File: src/sv/bq_pkg.sv
package bq_pkg;

  localparam int COEF_WIDTH_DEF  = 18;
  localparam int STATE_WIDTH_DEF = 32;
  localparam int SAMPLE_W        = 16;
  localparam int CFG_IDX_W       = 3;
  localparam int A0_RESET        = 65535;
  localparam int B0_RESET        = 65535;

  typedef enum logic [CFG_IDX_W-1:0] {
    REG_A0 = 3'd0,
    REG_A1 = 3'd1,
    REG_A2 = 3'd2,
    REG_B0 = 3'd3,
    REG_B1 = 3'd4,
    REG_B2 = 3'd5
  } bq_reg_t;

  typedef struct packed {
    logic sub;
    logic gate_b;
  } bq_alu_ctl_t;

endpackage

File: src/sv/bq_alu.sv
module bq_alu import bq_pkg::*; #(
  parameter int W = 51
) (
  input  logic [W-1:0] opa,
  input  logic [W-1:0] opb,
  input  bq_alu_ctl_t  ctl,
  output logic [W-1:0] res
);

  logic [W-1:0] b_gated;
  logic [W-1:0] b_final;

  assign b_gated = ctl.gate_b ? opb : '0;
  assign b_final = ctl.sub ? ~b_gated : b_gated;
  assign res     = opa + b_final + W'(ctl.sub);

endmodule

File: src/sv/biquad_iir_filter.sv
// Direct form II biquad on signed 16-bit samples with six integer coefficients
// written through the cfg port. The user must write them only while the filter
// is idle; the block itself does not enforce this. All arithmetic runs on one
// shared add/subtract unit of STATE_WIDTH+COEF_WIDTH+1 bits: each of the six
// products is a shift-add over the COEF_WIDTH bits of its coefficient and each
// of the two divisions by coef_a0 is a restoring division of one quotient bit
// per cycle. From an accepted request until its result moves into the output
// register, in_tready stays low. A finished result sits in the output register
// and the filter takes the next request while it waits there.
module biquad_iir_filter import bq_pkg::*; #(
  parameter int COEF_WIDTH  = COEF_WIDTH_DEF,
  parameter int STATE_WIDTH = STATE_WIDTH_DEF
) (
  input  logic                  clk,
  input  logic                  rst_n,
  input  logic                  in_tvalid,
  output logic                  in_tready,
  input  logic [SAMPLE_W-1:0]   in_tdata,    // [15:0] sample_in
  output logic                  out_tvalid,
  input  logic                  out_tready,
  output logic [SAMPLE_W-1:0]   out_tdata,   // [15:0] sample_out
  input  logic                  cfg_valid,
  output logic                  cfg_ready,
  input  logic [CFG_IDX_W-1:0]  cfg_index,
  input  logic [COEF_WIDTH-1:0] cfg_data
);

  localparam int CW    = COEF_WIDTH;
  localparam int SW    = STATE_WIDTH;
  localparam int SUM_W = SW + CW + 1;
  localparam int CNT_W = $clog2(SUM_W);

  typedef enum logic [2:0] {
    S_IDLE, S_LOAD, S_MAC, S_ABS, S_DIV, S_FIX, S_HOLD
  } state_t;

  state_t              state_r, state_nxt;
  logic [CW-2:0]       a0_r, a0_nxt;
  logic [CW-1:0]       a1_r, a1_nxt, a2_r, a2_nxt;
  logic [CW-1:0]       b0_r, b0_nxt, b1_r, b1_nxt, b2_r, b2_nxt;
  logic [SW-1:0]       d0_r, d0_nxt, d1_r, d1_nxt, fb_r, fb_nxt;
  logic [SAMPLE_W-1:0] x_r, x_nxt, y_r, y_nxt, out_data_r, out_data_nxt;
  logic                out_valid_r, out_valid_nxt;
  logic                phase_r, phase_nxt;
  logic [1:0]          term_r, term_nxt;
  logic [CNT_W-1:0]    cnt_r, cnt_nxt;
  logic [SUM_W-1:0]    acc_r, acc_nxt, mcand_r, mcand_nxt;
  logic [CW-1:0]       mplier_r, mplier_nxt;
  logic [CW-1:0]       rem_r, rem_nxt;
  logic                negt_r, negt_nxt, neg_r, neg_nxt;

  logic [SUM_W-1:0]    alu_a, alu_b, alu_res;
  bq_alu_ctl_t         alu_ctl;
  logic [SUM_W-1:0]    term_a;
  logic [CW-1:0]       term_b;
  logic                term_neg;
  logic [CW-1:0]       rem_sh;
  logic                fits;
  logic                ovf_s, ovf_y, a0_zero;

  bq_alu #(.W(SUM_W)) u_alu (
    .opa (alu_a),
    .opb (alu_b),
    .ctl (alu_ctl),
    .res (alu_res)
  );

  assign in_tready  = (state_r == S_IDLE);
  assign out_tvalid = out_valid_r;
  assign out_tdata  = out_data_r;
  assign cfg_ready  = 1'b1;

  assign rem_sh  = {rem_r[CW-2:0], acc_r[SUM_W-2]};
  assign fits    = ~alu_res[SUM_W-1];
  assign ovf_s   = |acc_r[SUM_W-2:SW-1];
  assign ovf_y   = |acc_r[SUM_W-2:SAMPLE_W-1];
  assign a0_zero = (a0_r == '0);

  always_comb begin
    case (term_r)
      2'd0: begin
        term_a   = phase_r ? {{(SUM_W-SW){fb_r[SW-1]}}, fb_r}
                           : {{(SUM_W-SAMPLE_W){x_r[SAMPLE_W-1]}}, x_r};
        term_b   = phase_r ? b0_r : {1'b0, a0_r};
        term_neg = 1'b0;
      end
      2'd1: begin
        term_a   = {{(SUM_W-SW){d0_r[SW-1]}}, d0_r};
        term_b   = phase_r ? b1_r : a1_r;
        term_neg = ~phase_r;
      end
      default: begin
        term_a   = {{(SUM_W-SW){d1_r[SW-1]}}, d1_r};
        term_b   = phase_r ? b2_r : a2_r;
        term_neg = ~phase_r;
      end
    endcase
  end

  always_comb begin
    state_nxt     = state_r;
    a0_nxt        = a0_r;
    a1_nxt        = a1_r;
    a2_nxt        = a2_r;
    b0_nxt        = b0_r;
    b1_nxt        = b1_r;
    b2_nxt        = b2_r;
    d0_nxt        = d0_r;
    d1_nxt        = d1_r;
    fb_nxt        = fb_r;
    x_nxt         = x_r;
    y_nxt         = y_r;
    out_data_nxt  = out_data_r;
    out_valid_nxt = out_valid_r;
    phase_nxt     = phase_r;
    term_nxt      = term_r;
    cnt_nxt       = cnt_r;
    acc_nxt       = acc_r;
    mcand_nxt     = mcand_r;
    mplier_nxt    = mplier_r;
    rem_nxt       = rem_r;
    negt_nxt      = negt_r;
    neg_nxt       = neg_r;
    alu_a         = acc_r;
    alu_b         = mcand_r;
    alu_ctl       = '{sub: 1'b0, gate_b: 1'b0};

    if (cfg_valid) begin
      unique case (cfg_index)
        REG_A0:  a0_nxt = cfg_data[CW-2:0];
        REG_A1:  a1_nxt = cfg_data;
        REG_A2:  a2_nxt = cfg_data;
        REG_B0:  b0_nxt = cfg_data;
        REG_B1:  b1_nxt = cfg_data;
        REG_B2:  b2_nxt = cfg_data;
        default: ;
      endcase
    end

    if (out_valid_r && out_tready) begin
      out_valid_nxt = 1'b0;
    end

    unique case (state_r)
      S_IDLE: begin
        if (in_tvalid) begin
          x_nxt     = in_tdata;
          phase_nxt = 1'b0;
          term_nxt  = 2'd0;
          acc_nxt   = '0;
          state_nxt = S_LOAD;
        end
      end
      S_LOAD: begin
        mcand_nxt  = term_a;
        mplier_nxt = term_b;
        negt_nxt   = term_neg;
        cnt_nxt    = '0;
        state_nxt  = S_MAC;
      end
      S_MAC: begin
        alu_a      = acc_r;
        alu_b      = mcand_r;
        alu_ctl    = '{sub: negt_r ^ (cnt_r == CNT_W'(CW-1)), gate_b: mplier_r[0]};
        acc_nxt    = alu_res;
        mcand_nxt  = {mcand_r[SUM_W-2:0], 1'b0};
        mplier_nxt = {1'b0, mplier_r[CW-1:1]};
        cnt_nxt    = cnt_r + 1'b1;
        if (cnt_r == CNT_W'(CW-1)) begin
          if (term_r == 2'd2) begin
            state_nxt = S_ABS;
          end else begin
            term_nxt  = term_r + 1'b1;
            state_nxt = S_LOAD;
          end
        end
      end
      S_ABS: begin
        alu_a     = '0;
        alu_b     = acc_r;
        alu_ctl   = '{sub: acc_r[SUM_W-1], gate_b: 1'b1};
        acc_nxt   = alu_res;
        neg_nxt   = acc_r[SUM_W-1];
        rem_nxt   = '0;
        cnt_nxt   = '0;
        state_nxt = S_DIV;
      end
      S_DIV: begin
        alu_a   = {{(SUM_W-CW){1'b0}}, rem_sh};
        alu_b   = {{(SUM_W-CW+1){1'b0}}, a0_r};
        alu_ctl = '{sub: 1'b1, gate_b: 1'b1};
        rem_nxt = fits ? alu_res[CW-1:0] : rem_sh;
        acc_nxt = {1'b0, acc_r[SUM_W-3:0], fits};
        cnt_nxt = cnt_r + 1'b1;
        if (cnt_r == CNT_W'(SUM_W-2)) begin
          state_nxt = S_FIX;
        end
      end
      S_FIX: begin
        alu_a   = '0;
        alu_b   = acc_r;
        alu_ctl = '{sub: neg_r, gate_b: 1'b1};
        if (!phase_r) begin
          if (a0_zero) begin
            fb_nxt = '0;
          end else if (ovf_s) begin
            fb_nxt = neg_r ? {1'b1, {(SW-1){1'b0}}} : {1'b0, {(SW-1){1'b1}}};
          end else begin
            fb_nxt = alu_res[SW-1:0];
          end
          phase_nxt = 1'b1;
          term_nxt  = 2'd0;
          acc_nxt   = '0;
          state_nxt = S_LOAD;
        end else begin
          if (a0_zero) begin
            y_nxt = '0;
          end else if (ovf_y) begin
            y_nxt = neg_r ? {1'b1, {(SAMPLE_W-1){1'b0}}}
                          : {1'b0, {(SAMPLE_W-1){1'b1}}};
          end else begin
            y_nxt = alu_res[SAMPLE_W-1:0];
          end
          d1_nxt    = d0_r;
          d0_nxt    = fb_r;
          state_nxt = S_HOLD;
        end
      end
      S_HOLD: begin
        if (!out_valid_r || out_tready) begin
          out_data_nxt  = y_r;
          out_valid_nxt = 1'b1;
          state_nxt     = S_IDLE;
        end
      end
      default: state_nxt = S_IDLE;
    endcase
  end

  always_ff @(posedge clk) begin
    if (!rst_n) begin
      state_r     <= S_IDLE;
      out_valid_r <= 1'b0;
      a0_r        <= (CW-1)'(A0_RESET);
      a1_r        <= '0;
      a2_r        <= '0;
      b0_r        <= CW'(B0_RESET);
      b1_r        <= '0;
      b2_r        <= '0;
      d0_r        <= '0;
      d1_r        <= '0;
      phase_r     <= 1'b0;
      term_r      <= 2'd0;
      cnt_r       <= '0;
    end else begin
      state_r     <= state_nxt;
      out_valid_r <= out_valid_nxt;
      a0_r        <= a0_nxt;
      a1_r        <= a1_nxt;
      a2_r        <= a2_nxt;
      b0_r        <= b0_nxt;
      b1_r        <= b1_nxt;
      b2_r        <= b2_nxt;
      d0_r        <= d0_nxt;
      d1_r        <= d1_nxt;
      phase_r     <= phase_nxt;
      term_r      <= term_nxt;
      cnt_r       <= cnt_nxt;
    end
    fb_r       <= fb_nxt;
    x_r        <= x_nxt;
    y_r        <= y_nxt;
    out_data_r <= out_data_nxt;
    acc_r      <= acc_nxt;
    mcand_r    <= mcand_nxt;
    mplier_r   <= mplier_nxt;
    rem_r      <= rem_nxt;
    negt_r     <= negt_nxt;
    neg_r      <= neg_nxt;
  end

  // The remainder stays below the divisor throughout the division.
  assert property (@(posedge clk) disable iff (!rst_n)
    (state_r == S_DIV && !a0_zero) |-> (rem_r < {1'b0, a0_r}))
    else $error("division remainder not below divisor");

  // The magnitude being divided never has its sign bit set.
  assert property (@(posedge clk) disable iff (!rst_n)
    (state_r == S_DIV) |-> !acc_r[SUM_W-1])
    else $error("division operand sign bit set");

  // An accepted request keeps the input closed in the next cycle.
  assert property (@(posedge clk) disable iff (!rst_n)
    (in_tvalid && in_tready) |=> !in_tready)
    else $error("input reopened right after a request");

  // A new result is only loaded when the output register is free or drained.
  assert property (@(posedge clk) disable iff (!rst_n)
    (state_r == S_HOLD && out_valid_r && !out_tready) |=> $stable(out_tdata))
    else $error("pending result overwritten");

endmodule
File: config.mk
export PLATFORM = sky130hd
export DESIGN_NAME = biquad_iir_filter
export DESIGN_NICKNAME = d
export VERILOG_FILES = /design/src/sv/bq_pkg.sv /design/src/sv/bq_alu.sv /design/src/sv/biquad_iir_filter.sv
export SDC_FILE = /design/constraint.sdc
export NUM_CORES = 1
export LEC_CHECK = 0
export BUFFER_PORTS_ARGS = -buffer_cell sky130_fd_sc_hd__buf_2
export CAP_MARGIN = 5
export CELL_PAD_IN_SITES_DETAIL_PLACEMENT = 0
export CELL_PAD_IN_SITES_GLOBAL_PLACEMENT = 2
export CORE_UTILIZATION = 43
export CTS_BUF_LIST = sky130_fd_sc_hd__clkbuf_16
export DETAILED_ROUTE_END_ITERATION = 10
export GPL_ROUTABILITY_DRIVEN = 0
export PLACE_DENSITY_LB_ADDON = 0.25
export SLEW_MARGIN = 15
export SYNTH_ARGS = -nofsm -noshare
export SYNTH_HDL_FRONTEND = slang
export SYNTH_SLANG_ARGS = --single-unit
File: constraint.sdc
create_clock -name clk -period 11.4 [get_ports clk]
set_clock_uncertainty 0.15 [all_clocks]
set_input_delay 1.71 -clock clk [delete_from_list [all_inputs] [get_ports clk]]
set_output_delay 1.71 -clock clk [all_outputs]
set_load 0.005 [all_outputs]
Word level (Yosys, flattened, before mapping). Index checks and enable logic that the tools add are counted.

Register bits after elaboration: 403. Word-level logic and storage cells: 125. Bits of input ports: 42.

Reductions and logical operators: 33. Bitwise gates (word level): 4. Equal/unequal tests: 21. Multiplexer cells: 40. $add $sub $neg: 4.

Operators by type and width (number): one-hot mux 51 bit (2 select lines) (4); two-way mux 51 bit (5); one-hot mux 51 bit (4 select lines) (1); one-hot mux 18 bit (2 select lines) (2); two-way mux 32 bit (2); two-way mux 18 bit (3); adder 51 x 1 -> 51 bit (1); adder 51 bit (1); inverter 51 bit (1); OR reduction 35 bit (1); one-hot mux 17 bit (2 select lines) (1); two-way mux 16 bit (2); AND reduction 2 bit (11); one-hot mux 3 bit (7 select lines) (1); OR reduction 19 bit (1); logical NOT 17 bit (1); two-way mux 17 bit (1); == test 3 bit (second input constant) (5); two-way mux 3 bit (5); == test 3 x 2 -> 1 bit (second input constant) (4); != test 2 bit (second input constant) (6); one-hot mux 6 bit (2 select lines) (1); two-way mux 2 bit (5); one-hot mux 2 bit (4 select lines) (1); 24 further kinds (36).

Longest topological paths before layout.
Depth after elaboration: 10. Depth in mapped cells: 23. Mapped depth without buffers: 20.

Cells and area by module. From an unflattened synthesis, not the netlist that was laid out.

Cells, all modules: 2508. Area, all modules: 22389.0 sq um.

By module, submodules not included: biquad_iir_filter (area each 18790.5 sq um, cells an instance 1967, times used 1); bq_alu (area each 3598.5 sq um, cells an instance 541, times used 1).

Least setup slack after synthesis. OpenSTA, ideal clock, no wires.

Path type: register to register. Start point: reg state_r[0]. End point: reg acc_r[49], data pin. Arrival: 4.744 ns. Library setup time: 0.135 ns. Required time: 11.115 ns. Clock period less this slack: 5.030 ns. Path buffers: 3. Setup slack: 6.370 ns. Cell stages (with the launch flop): 20. Path through: dfxtp_1 clkbuf_1 inv_2 nand2_1 a21oi_2 nor2_1 clkbuf_1 buf_1 xnor2_1 ha_1 and2_1 nand2_1 o21ai_1 a31oi_1 o21ai_0 a31oi_4 o41a_1 o31a_1 or4_1 nand3_1.

Word-level cells in the longest chain between the ends: 9. Elaborated cells on any way between the ends: 16. Classes of those cells: 2 x add/sub; 4 x eq/ne; 6 x mux; 1 x bitwise; 3 x reduce/logical.

RTL lines: start: declaration (line biquad_iir_filter.sv:37) `state_t state_r, state_nxt;`; start signal: assignment (line biquad_iir_filter.sv:256) `state_r <= state_nxt;`; == test 3 bit or == test 3 x 2 -> 1 bit (tied branches) (line biquad_iir_filter.sv:144) `unique case (state_r)`; OR reduction 2 bit (no line); one-hot mux 51 bit (2 select lines) (line biquad_iir_filter.sv:144); two-way mux 51 bit (line bq_alu.sv:13) `assign b_gated = ctl.gate_b ? opb : '0;`; inverter 51 bit (line bq_alu.sv:14) `assign b_final = ctl.sub ? ~b_gated : b_gated;`; two-way mux 51 bit (line bq_alu.sv:14); adder 51 bit (line bq_alu.sv:15) `assign res = opa + b_final + W'(ctl.sub);`; adder 51 x 1 -> 51 bit (line bq_alu.sv:15); one-hot mux 51 bit (4 select lines) (*) (line biquad_iir_filter.sv:144); net acc_nxt[49] (line biquad_iir_filter.sv:47) `logic [SUM_W-1:0] acc_r, acc_nxt, mcand_r, mcand_nxt;`; end signal: assignment (line biquad_iir_filter.sv:274) `acc_r <= acc_nxt;`; end: declaration (line biquad_iir_filter.sv:47).

Mark *: on every way through the listed nets, which the timed path passes. The rest lies on a longest branch. A chain may end at the register's enable or synchronous reset.

Worst setup path after layout.
Start point: reg state_r[1]. End point: reg rem_r[1], data pin.

Word-level cells in the longest chain between the ends: 10. Elaborated cells on any way between the ends: 15. Classes of those cells: 2 x add/sub; 4 x eq/ne; 7 x mux; 1 x bitwise; 1 x reduce/logical.

RTL lines: == test 3 bit or == test 3 x 2 -> 1 bit (tied branches) (line biquad_iir_filter.sv:144); OR reduction 2 bit (no line); one-hot mux 51 bit (2 select lines) (line biquad_iir_filter.sv:144); two-way mux 51 bit (line bq_alu.sv:13); inverter 51 bit (line bq_alu.sv:14); two-way mux 51 bit (line bq_alu.sv:14); adder 51 bit (line bq_alu.sv:15); adder 51 x 1 -> 51 bit (line bq_alu.sv:15); two-way mux 17 bit (line biquad_iir_filter.sv:192) `rem_nxt = fits ? alu_res[CW-1:0] : rem_sh;`; one-hot mux 17 bit (2 select lines) (*) (line biquad_iir_filter.sv:144); end signal: assignment (line biquad_iir_filter.sv:277) `rem_r <= rem_nxt;`; end: declaration (line biquad_iir_filter.sv:49) `logic [CW-1:0] rem_r, rem_nxt;`.

Every way passes the cells marked *; elsewhere a longest branch is shown, timed or not.

==> key figures <==
Logic synthesis
  • Syn Inst Count: about 2.5k
  • Syn. warnings: 0
  • Syn Area/Cell: about 9 um2
  • Synth cell types: 73
  • Main synth FF type: edfxtp_1
  • Register area share after synthesis: 46.7%
  • Mapped Area: approximately 22000 um2
  • Post-Syn Nets: 2557
  • Ys async rst share: 0%
  • Post-synth EDFFs: around 220
  • Register bit total from synthesis: 403

CTS
  • Root Buffer: clkbuf_16
  • # clock sinks: between 400 and 500
  • Total CTS buffers: between 40 and 50
  • Clk pin slew, worst setup/hold paths: about 60 ps
  • CTS H-tree depth: 2
  • Postcts setup bufs: 0
  • Post-CTS sizing: 0
  • Clock Latency Late Sink: ~600 ps
  • CTS tree: yes
  • Hold Buf Count CTS: 0
  • Max clock buf depth: 3

Setup path
  • Crit path to: rem_r[1]$_SDFFCE_PP0P_
  • CP startpoint kind: flop
  • Reg2Reg Depth: 21
  • Worst flop-to-flop path endpoint: rem_r[1]$_SDFFCE_PP0P_
  • Required @ worst endpoint: between 10000 and 15000 ps
  • CP Launch Point: state_r[1]$_SDFFE_PN0P_
  • Worst R2R Setup Slack: 4550 ps
  • Worst Path Arrival: 7100 ps
  • Critical path class: flop to flop
  • CP max FO: 37
  • CP endpoint kind: flop
  • Reg2reg start: state_r[1]$_SDFFE_PN0P_

Placed design
  • Placed cells: between 3k and 4k
  • Pre-CTS WS: approximately 4600 ps
  • IO Port Bufs: 59
  • Post-DP HPWL: between 40000 and 50000 um

Final layout
  • Nets: 2500
  • Ant. Diodes: 0
  • P&R area growth vs syn: 9.74%
  • Non-Filler Instances: just over 3k
  • Share of cells above drive strength 1: under 10%
  • Filler cells: a little under 5k

STA
  • Period minus WS final: about 7000 ps
  • Max-slew violations: 0
  • Slew @ Worst Pin: 1120 ps
  • FMAX: around 150 MHz
  • RSZ-0062 raised after global routing: false
  • Final Hold Fails: 0
  • Setup TNS Final: 0 ps
  • Final setup vio count: 0
  • Worst slew margin: 25.1%
  • Tcrit/Tclk final: between 60% and 70%
  • Final WS setup: between 4000 and 5000 ps

Pwr
  • Lkg Pwr: approximately 9.0 nW
  • Cell internal pwr: 3.82 mW
  • Logic pwr share: ~46%
  • Total power: approximately 6.7 mW
  • Share of power burned in registers: ~33%
  • NetSw: between 2 and 3 mW
  • Switch share: a little over two fifths
  • Clock share of power: approximately a fifth
  • VDD IR-drop max: around 0.00017 V
  • Pwr/cell area: ~280 nW/um2

Die
  • Die H: between 200 and 250 um
  • Starting Density: approximately 44%
  • DIE AREA: between 50000 and 60000 um2
  • Site row count: 82
  • Area of the core: 50300 um2
  • Die width: ~230 um
  • I/O Pins: 61

Global route
  • GRT Overall Usage: 25.3%
  • Initial antenna violation count: 1
  • Largest net degree at the start of global routing: 121
  • First-pass GRT wire length: between 100000 and 150000 um
  • Congestion Overflow GR: 0
  • Vias in the first global route: ~18k

Run status
  • Status: finished clean

Routing
  • Routed vias/inst: 5.84
  • DR pass1 iterations: 5
  • Routed Antenna Nets: 0
  • DRC Markers: 0
  • Post-Route WL: 66200 um
  • WL/cell: between 20 and 25 um
  • Vias: approximately 18k
  • DR iter-0 viols: 1554

Job
  • Max-cap violations: 0

Worst hold path
  • Hold Path Class: flop to flop
-- power by group through the flow --
stage | sequential (mW) | clock, mW | combinational [mW]
finish | 2.19 | 1.43 | 3.11
global route | 2.22 | 1.51 | 3.41
CTS | 2.19 | 1.45 | 3.10
detailed placement | 2.21 | 0 | 3.08
global placement | 2.21 | 0 | 3.08
floorplan | 2.10 | 0 | 2.25
-- cell type report --
cell class / count / area [um2] / share of cell area (%)
clock buffer: 45 / 1130 / 4.67
clock inverter: 38 / 293 / 1.22
inverter: 24 / 90.1 / 0.374
multi-input combinational: 1838 / 11000 / 45.5
sequential: 403 / 10300 / 42.6
tap: 672 / 841 / 3.49
timing repair buffer: 89 / 523 / 2.17
-- through the flow --
stage	util, %	cell area, um2	hold slack [ps]
final	47.9	24100	271
after global routing	47.9	24100	280
after CTS	47.9	24100	269
after detailed placement	45.1	22700	255
after global placement	45.1	22700	252
after floorplan	-	22000	250
-- registers in the layout, summed over array words and instances (netlist names), 32 cells and up --
register / cells
acc_r: 51
mcand_r: 51
d0_r: 32
d1_r: 32
fb_r: 32
-- cells by family (layout without fill, tap and decap cells) --
family                   Yosys count  in the layout  share of synthesized area, %
buffers and inverters            217            196                          3.80
XOR/XNOR                          98             98                          3.91
AO/OA/AOI/OAI                    767            767                          23.9
multiplexers                      19             19                         0.963
flip-flops                       403            403                          46.7
AND/OR/NAND/NOR                  896            896                          17.4
adder cells (fa/ha/maj)           57             57                          3.28
other                              1              1                        0.0171
-- placed cells by master (no fill, tap or decap), drive strengths merged, types with 3 or more instances in the layout --
master and count:
and3 46, edfxtp 219, and2 14, o211ai 4, a22oi 69, clkinv 23
a211o 4, o21bai 8, clkinvlp 3, nor4 16, nor3 10, nor2 110
clkbuf 45, inv 33, buf 89, nand4 13, xor2 36, a21oi 149
mux2 17, a31oi 24, a21o 85, a21boi 162, bufinv 3, o21a 6
a311oi 21, a221oi 17, nand2 566, a211oi 24, o21ai 121, dfxtp 184
a22o 53, nor2b 16, nand2b 7, ha 56, xnor2 62, nand3 84
-- per-layer routing --
metal | global-route usage [%] | vias up | wire length [um]
met5 | 0 | - | 0
met4 | 6.46 | 0 | 1170
met3 | 3.25 | 71 | 3860
met2 | 40.9 | 511 | 30500
met1 | 35.9 | 8855 | 30700
li1 | - | 8708 | -
-- synth_stat cells, drive strengths merged (4+ instances only) --
cell type	n	share of area, %
xnor2	62	2.5
o211ai	4	0.14
nand2	566	9.7
a22oi	69	2.4
a211o	4	0.16
nor4	16	0.46
a22o	53	2.1
a311oi	21	0.84
mux2	17	0.87
a211oi	24	0.84
xor2	36	1.4
a21oi	149	3.4
and3	46	1.3
clkbuf	164	2.8
a221oi	17	0.68
nand4	13	0.37
o21ai	121	2.8
a31oi	24	0.75
nor2	110	1.9
and2	14	0.40
o21a	6	0.21
a21boi	162	5.5
a21o	85	2.9
nand2b	7	0.20
nor2b	16	0.46
inv	24	0.41
buf	29	0.59
nor3	10	0.23
ha	56	3.2
o21bai	8	0.27
edfxtp	219	30
nand3	84	1.9
dfxtp	184	17
-- critical path, cell delays in order (launching register included) --
cell	delay [ps]
dfxtp_1	880
nor2b_2	270
buf_4	430
nand2_1	790
inv_1	350
nor2_2	110
buf_4	250
a22oi_1	180
nor2_1	70
xnor2_1	140
ha_1	410
a21o_1	230
o21bai_1	180
a311oi_1	320
o21ai_0	110
a21oi_1	340
o21ai_1	230
a211oi_4	240
buf_4	330
xnor2_1	260
nor2_1	80
a211oi_1	220
-- worst min-delay path by stage --
stage | startpoint | to | cells past startpoint
after floorplan | y_r[0]$_SDFFCE_PN0P_ | out_tdata[0]$_DFFE_PP_ | 0
after global placement | y_r[9]$_SDFFCE_PN0P_ | out_tdata[9]$_DFFE_PP_ | 0
after detailed placement | y_r[8]$_SDFFCE_PN0P_ | out_tdata[8]$_DFFE_PP_ | 0
after CTS | y_r[8]$_SDFFCE_PN0P_ | out_tdata[8]$_DFFE_PP_ | 0
after global routing | y_r[8]$_SDFFCE_PN0P_ | out_tdata[8]$_DFFE_PP_ | 0
final | y_r[7]$_SDFFCE_PN0P_ | out_tdata[7]$_DFFE_PP_ | 0
No activity file was read; power rests on OpenSTA's default activity.
